**src/hdl/hkd_pkg.sv**
```systemverilog
// Shared constants and types for the hall key threshold debounce core.
// Used by hall_key_threshold_debounce_core; no dependencies.
package hkd_pkg;

  localparam int NUM_KEYS = 48;
  localparam int KEY_W    = 6;
  localparam int ADC_W    = 12;
  localparam int DEB_W    = 8;
  localparam int TIME_W   = 32;
  localparam int CFG_W    = 12;
  localparam int CFG_IDX_W = 1;

  localparam logic [ADC_W-1:0] THRESH_RESET   = ADC_W'(413);
  localparam logic [DEB_W-1:0] DEBOUNCE_RESET = DEB_W'(5);

  // configuration register indexes
  localparam logic [CFG_IDX_W-1:0] CFG_PRESS_THRESHOLD = 1'b0;
  localparam logic [CFG_IDX_W-1:0] CFG_DEBOUNCE_TIME   = 1'b1;

  // request codes
  localparam logic REQ_SAMPLE = 1'b0;
  localparam logic REQ_TICK   = 1'b1;

  // one entry of the per-key state memory
  typedef struct packed {
    logic              pressed;
    logic [TIME_W-1:0] last_ms;
  } key_entry_t;

  localparam int ENTRY_W = $bits(key_entry_t);

endpackage

```
**src/hdl/hkd_ram.sv**
```systemverilog
// Generic single-write, single-read synchronous RAM with registered read.
// Read-first on address collision. No dependencies.
module hkd_ram #(
  parameter int WIDTH = 8,
  parameter int DEPTH = 16
) (
  input  logic                     clk,
  input  logic                     we,
  input  logic [$clog2(DEPTH)-1:0] waddr,
  input  logic [WIDTH-1:0]         wdata,
  input  logic                     re,
  input  logic [$clog2(DEPTH)-1:0] raddr,
  output logic [WIDTH-1:0]         rdata
);

  logic [WIDTH-1:0] mem [DEPTH];
  logic [WIDTH-1:0] rdata_r;

  always_ff @(posedge clk) begin
    if (we) begin
      mem[waddr] <= wdata;
    end
    if (re) begin
      rdata_r <= mem[raddr];
    end
  end

  assign rdata = rdata_r;

endmodule

```
**src/hdl/hall_key_threshold_debounce_core.sv**
```systemverilog
// Hall key threshold debounce core: top level.
// Depends on hkd_pkg and hkd_ram.
//
// Takes one item per cycle. A tick item advances the millisecond counter and gives no
// result; a sample item for a key below the key count gives one result after a memory
// read, then an update into the output register; other samples are dropped. Per-key
// state (debounced level and last change time) sits in one RAM with a registered read; the
// write of the previous sample is forwarded, so samples of the same key may follow back to
// back. An entry never written reads as released with change time zero, tracked by one
// valid bit per key cleared at reset, so no clearing pass is needed. Throughput drops only
// when the output register is full and not taken.
module hall_key_threshold_debounce_core (
  input  logic                           clk,
  input  logic                           rst_n,
  input  logic                           in_valid,
  output logic                           in_ready,
  input  logic                           in_req_type,
  input  logic [hkd_pkg::KEY_W-1:0]      in_key_index,
  input  logic [hkd_pkg::ADC_W-1:0]      in_adc_value,
  output logic                           out_valid,
  input  logic                           out_ready,
  output logic [hkd_pkg::KEY_W-1:0]      out_key_number,
  output logic                           out_pressed,
  output logic                           out_changed,
  input  logic                           cfg_we,
  input  logic [hkd_pkg::CFG_IDX_W-1:0]  cfg_index,
  input  logic [hkd_pkg::CFG_W-1:0]      cfg_data
);

  localparam int AW = $clog2(hkd_pkg::NUM_KEYS);

  logic [hkd_pkg::ADC_W-1:0]  thresh_r;
  logic [hkd_pkg::DEB_W-1:0]  deb_r;
  logic [hkd_pkg::TIME_W-1:0] now_r;

  logic                       s1_valid_r;
  logic [hkd_pkg::KEY_W-1:0]  s1_key_r;
  logic                       s1_raw_r;
  logic [hkd_pkg::TIME_W-1:0] s1_now_r;

  logic                       fwd_valid_r;
  logic [AW-1:0]              fwd_addr_r;
  hkd_pkg::key_entry_t        fwd_data_r;

  logic [hkd_pkg::NUM_KEYS-1:0] ent_valid_r;

  logic                       out_valid_r;
  logic [hkd_pkg::KEY_W-1:0]  out_key_r;
  logic                       out_pressed_r;
  logic                       out_changed_r;

  logic                       in_acc;
  logic                       s1_adv;
  logic                       take_sample;
  logic                       ram_re;
  logic [hkd_pkg::ENTRY_W-1:0] ram_rdata;
  hkd_pkg::key_entry_t        cur;
  hkd_pkg::key_entry_t        wr_data;
  logic [hkd_pkg::TIME_W-1:0] elapsed;
  logic                       flip;
  logic                       wr_en;
  logic [AW-1:0]              s1_addr;

  assign s1_adv      = !out_valid_r || out_ready;
  assign in_ready    = !s1_valid_r || s1_adv;
  assign in_acc      = in_valid && in_ready;
  assign take_sample = in_acc && (in_req_type == hkd_pkg::REQ_SAMPLE) &&
                       (32'(in_key_index) < hkd_pkg::NUM_KEYS);
  assign ram_re      = take_sample;
  assign s1_addr     = s1_key_r[AW-1:0];

  hkd_ram #(
    .WIDTH(hkd_pkg::ENTRY_W),
    .DEPTH(hkd_pkg::NUM_KEYS)
  ) u_state_ram (
    .clk  (clk),
    .we   (wr_en),
    .waddr(s1_addr),
    .wdata(wr_data),
    .re   (ram_re),
    .raddr(in_key_index[AW-1:0]),
    .rdata(ram_rdata)
  );

  // current entry: forwarded write first, then memory, else reset value
  always_comb begin
    if (fwd_valid_r && (fwd_addr_r == s1_addr)) begin
      cur = fwd_data_r;
    end else if (ent_valid_r[s1_addr]) begin
      cur = hkd_pkg::key_entry_t'(ram_rdata);
    end else begin
      cur = '0;
    end
    elapsed         = s1_now_r - cur.last_ms;
    flip            = (elapsed > {{(hkd_pkg::TIME_W-hkd_pkg::DEB_W){1'b0}}, deb_r}) &&
                      (s1_raw_r != cur.pressed);
    wr_en           = s1_valid_r && s1_adv && flip;
    wr_data.pressed = s1_raw_r;
    wr_data.last_ms = s1_now_r;
  end

  // configuration and time base
  always_ff @(posedge clk) begin
    if (!rst_n) begin
      thresh_r <= hkd_pkg::THRESH_RESET;
      deb_r    <= hkd_pkg::DEBOUNCE_RESET;
      now_r    <= '0;
    end else begin
      if (cfg_we) begin
        unique case (cfg_index)
          hkd_pkg::CFG_PRESS_THRESHOLD: thresh_r <= cfg_data[hkd_pkg::ADC_W-1:0];
          hkd_pkg::CFG_DEBOUNCE_TIME:   deb_r    <= cfg_data[hkd_pkg::DEB_W-1:0];
          default: ;
        endcase
      end
      if (in_acc && (in_req_type == hkd_pkg::REQ_TICK)) begin
        now_r <= now_r + 1'b1;
      end
    end
  end

  // stage 1 control, forwarding, valid bits and output register
  always_ff @(posedge clk) begin
    if (!rst_n) begin
      s1_valid_r  <= 1'b0;
      fwd_valid_r <= 1'b0;
      ent_valid_r <= '0;
      out_valid_r <= 1'b0;
    end else begin
      if (in_ready) begin
        s1_valid_r <= take_sample;
      end
      if (wr_en) begin
        fwd_valid_r          <= 1'b1;
        ent_valid_r[s1_addr] <= 1'b1;
      end
      if (s1_adv) begin
        out_valid_r <= s1_valid_r;
      end
    end
  end

  // payload registers
  always_ff @(posedge clk) begin
    if (take_sample) begin
      s1_key_r <= in_key_index;
      s1_raw_r <= (in_adc_value < thresh_r);
      s1_now_r <= now_r;
    end
    if (wr_en) begin
      fwd_addr_r <= s1_addr;
      fwd_data_r <= wr_data;
    end
    if (s1_adv && s1_valid_r) begin
      out_key_r     <= s1_key_r;
      out_pressed_r <= flip ? s1_raw_r : cur.pressed;
      out_changed_r <= flip;
    end
  end

  assign out_valid      = out_valid_r;
  assign out_key_number = out_key_r;
  assign out_pressed    = out_pressed_r;
  assign out_changed    = out_changed_r;

endmodule
```
**config.mk**
```make
export PLATFORM = sky130hd
export DESIGN_NAME = hall_key_threshold_debounce_core
export DESIGN_NICKNAME = d
export VERILOG_FILES = /design/src/hdl/hkd_pkg.sv /design/src/hdl/hkd_ram.sv /design/src/hdl/hall_key_threshold_debounce_core.sv
export SDC_FILE = /design/constraint.sdc
export NUM_CORES = 2
export LEC_CHECK = 0
export BUFFER_PORTS_ARGS = -buffer_cell sky130_fd_sc_hd__buf_2
export CAP_MARGIN = 30
export CORE_ASPECT_RATIO = 0.5
export CORE_UTILIZATION = 65
export CTS_BUF_LIST = sky130_fd_sc_hd__clkbuf_4 sky130_fd_sc_hd__clkbuf_8
export DETAILED_ROUTE_END_ITERATION = 8
export PLACE_DENSITY_LB_ADDON = 0.25
export SYNTH_ARGS = -nofsm -noshare
export SYNTH_HDL_FRONTEND = slang
export SYNTH_HIERARCHICAL = 1
export SYNTH_SLANG_ARGS = --single-unit
```
**constraint.sdc**
```tcl
create_clock -name clk -period 12.9 [get_ports clk]
set_clock_uncertainty 0.05 [all_clocks]
set_input_delay 0 -clock clk [delete_from_list [all_inputs] [get_ports clk]]
set_output_delay 0 -clock clk [all_outputs]
set_load 0.01 [all_outputs]
```
==> reports/results.md <==
### Synth
* EDFF count, synth: 1703
* warning count from the yosys run: 6
* number of nets produced by synthesis: 4167
* share of flip-flops with an asynchronous set or reset: 0
* netlist area before placement: 72390 µm²
* per-instance average area after synthesis: 17.75 µm²
* post-synthesis sequential area ratio: 0.7349
* post-synthesis sequential element count: 1806
* dominant register cell in the synthesized netlist: sky130_fd_sc_hd__edfxtp_1
* gate count after technology mapping: 4078
* count of unique library cells instantiated by Yosys: 70

### Die
* ports placed on the boundary: 47
* initial core utilization: 0.6564
* full die area: 112800 µm²
* height of the die: 238.0 µm
* Rows: 86
* width of the chip: 474.0 µm
* Core Area: 110300 µm²

### Worst setup path
* capturing element type of the critical path: register
* data arrival time of the critical path: 9540 ps
* Worst setup startpoint: s1_addr[3]
* classification of the worst setup path: register to register
* Worst EP required: 13520 ps
* highest net fanout along the worst path: 51
* largest stage delay on the critical path: 890 ps
* CP Launch Type: register
* slowest library cell on the worst path: sky130_fd_sc_hd__nor3b_1
* worst reg2reg path startpoint: s1_addr[3]
* register-to-register setup slack: 3980 ps

### Hold path
* worst hold path startpoint: cfg_index
* class of the tightest hold or removal check: primary input to register

### Final layout
* filler instances: 6344
* growth of design area from synthesis to finish: 10.53%
* fraction of final layout cells with drive strength greater than 1: 0.1761
* most used cells in the layout excluding fill and tap cells: sky130_fd_sc_hd__edfxtp_1 (1703), sky130_fd_sc_hd__mux2i_1 (536), sky130_fd_sc_hd__clkbuf_8 (236)
* most common cell after layout, fill and taps aside: sky130_fd_sc_hd__edfxtp_1
* Nets: 4376
* filler-free cell count of the finished design: 5964

### Detailed routing
* drt wl/cell: 31.33 µm
* starting DRC count in detailed routing: 6369
* ratio of routed vias to standard cells: 6.767
* sum of routed wire length over all layers: 186900 µm
* antenna-violating nets left: 0
* Remaining DRCs: 0
* total vias in the final route: 40361
* Pre-Repair DR Iteration Count: 9

### CTS
* number of buffers added to fix hold violations after cts: 63
* TritonCTS clock tree: yes
* CTS H-tree lvls: 4
* number of sinks on the clock net: 1806
* root cell of the clock tree: sky130_fd_sc_hd__clkbuf_8
* number of setup buffers added after CTS: 0
* # resized after CTS: 0
* clock slew at the register clock pins of the worst setup and hold paths: 70 ps
* number of clock buffers inserted by TritonCTS: 230
* clock latency reported for the late side of the worst-skew pair: 940 ps
* clock tree buffer depth: 3

### Placed design
* total instance count after detailed placement: 5482
* final estimated routing congestion in global placement: 0.9581
* Post-DP HPWL: 112300 µm
* Port Buffers: 46

### Pwr
* Pleak: 0.02620 µW
* sum of internal, switching and leakage power: 10960 µW
* Peak VDD IR: 80.57 µV
* total power density per cell area: 136.9 nW/µm²

### Timing
* setup violation total in the final timing report: 0
* endpoints failing hold: 0
* final critical delay including setup and external delays: 8918 ps
* setup repair after global routing missed its margin: no
* transition time at the pin with the least slew margin: 1268 ps
* count of final max-slew check failures: 0
* highest achievable clock rate: 112.1 MHz
* worst slew slack as a fraction of its limit: 0.1550
* Total Negative Setup Slacks: 0 ps
* share of the clock period used by the worst path after layout: 0.6913

### GRT
* maximum number of pins on one net before global-route repair: 133
* global-route wire length before repair: 264700 µm
* via count of the first global-routing pass: 38509
* number of antenna violations at the first check in global routing: 9
* total congestion overflow: 0
* overall fraction of global-route tracks in use: 0.3330

### Flow run
* # Max-Cap Violations: 0

### Status
* result of the run: finished, final reports clean

==> logic make-up after synthesis <==
| group | count (synthesis) | share of synthesized area |
|---|---|---|
| flops | 1806 | 0.7349 |
| mux | 713 | 0.1286 |
| compound gates | 644 | 0.06504 |
| simple gates | 545 | 0.03733 |
| buf+inv | 269 | 0.01915 |
| fa+ha+maj | 52 | 0.009091 |
| xor+xnor | 49 | 0.005928 |
==> sequential cells by signal (all words and copies together), names as in the netlist, 6 cells and up <==
register and flops:
deb_r 8, ent_valid_r 48, fwd_addr_r 6, fwd_data_r 33, now_r 32, out_key_number 6
s1_addr 6, s1_now_r 32, thresh_r 12, u_state_ram/mem 1584, u_state_ram/rdata 33
==> power breakdown <==
group / internal [µW] / switching, µW / total, µW
Sequential: 6360 / 15.4 / 6380
Combinational: 199 / 370 / 569
Clock: 1950 / 2060 / 4010
Total: 8510 / 2440 / 11000
==> critical path: cells and delay by family, from the launching register on <==
| kind | cells | cell delay [ps] |
|---|---|---|
| adders and majority gates | 3 | 930 |
| buffers and inverters | 4 | 1030 |
| and+or+nand+nor | 15 | 4660 |
| xor gates and xnor gates | 1 | 190 |
| DFF | 1 | 710 |
| AOI/OAI and AO/OA | 5 | 1030 |
==> path summary, 6_finish.rpt <==
kind,end,cells past startpoint
max,u_state_ram/mem[45][15],28
min,thresh_r[10],5
max reg2reg,u_state_ram/mem[45][15],28
min reg2reg,ent_valid_r[38],2
==> Yosys cell counts (24+ instances only) <==
master,n,area share
sky130_fd_sc_hd__a22o_1,66,0.0080
sky130_fd_sc_hd__xnor2_1,38,0.0046
sky130_fd_sc_hd__buf_4,51,0.0053
sky130_fd_sc_hd__a21oi_1,145,0.010
sky130_fd_sc_hd__nand2_1,189,0.0098
sky130_fd_sc_hd__o21ai_0,69,0.0048
sky130_fd_sc_hd__and3_1,39,0.0034
sky130_fd_sc_hd__and2_1,35,0.0030
sky130_fd_sc_hd__buf_1,24,0.0012
sky130_fd_sc_hd__dfxtp_1,103,0.028
sky130_fd_sc_hd__o22ai_1,33,0.0029
sky130_fd_sc_hd__inv_1,32,0.0017
sky130_fd_sc_hd__a22oi_1,137,0.014
sky130_fd_sc_hd__nand3_1,75,0.0052
sky130_fd_sc_hd__mux2i_1,536,0.074
sky130_fd_sc_hd__edfxtp_1,1703,0.71
sky130_fd_sc_hd__mux4_2,173,0.054
sky130_fd_sc_hd__o41ai_2,33,0.0074
sky130_fd_sc_hd__a221oi_1,67,0.0081
sky130_fd_sc_hd__nor2_1,83,0.0043
sky130_fd_sc_hd__ha_1,51,0.0088
sky130_fd_sc_hd__clkbuf_1,119,0.0062
==> layout make-up <==
type | instances | area (µm²) | share of cell area
well taps | 1496 | 1872 | 0.02339
clock buffers | 318 | 3864 | 0.04829
repair buffers | 214 | 2261 | 0.02826
multi-input cells | 2003 | 18210 | 0.2275
clock inverters | 90 | 478.0 | 0.005973
inverters | 32 | 120.1 | 0.001501
flip-flops and latches | 1806 | 53200 | 0.6649
diodes | 5 | 12.51 | 0.0001564
==> metrics by stage <==
step / hold WS (ps) / instance area, µm² / setup WS, ps / util
finish: 95.91 / 80020 / 3982 / 0.7255
global route: 94.75 / 80010 / 3572 / 0.7254
CTS: 0.1080 / 79890 / 4179 / 0.7244
detailed placement: 199.7 / 74890 / 4279 / 0.6790
global placement: 186.0 / 74280 / 4490 / 0.6735
floorplan: 48.87 / 72390 / 3010 / -
==> routing by layer <==
metal  share of wire  global-route usage  wire length [µm]
met1            0.39              0.4790             72360
met2            0.44              0.4797             82160
met3            0.14              0.1101             25680
met4           0.035              0.1216              6450
met5          0.0011                   0               212
Power figures use the tool's default switching activity.
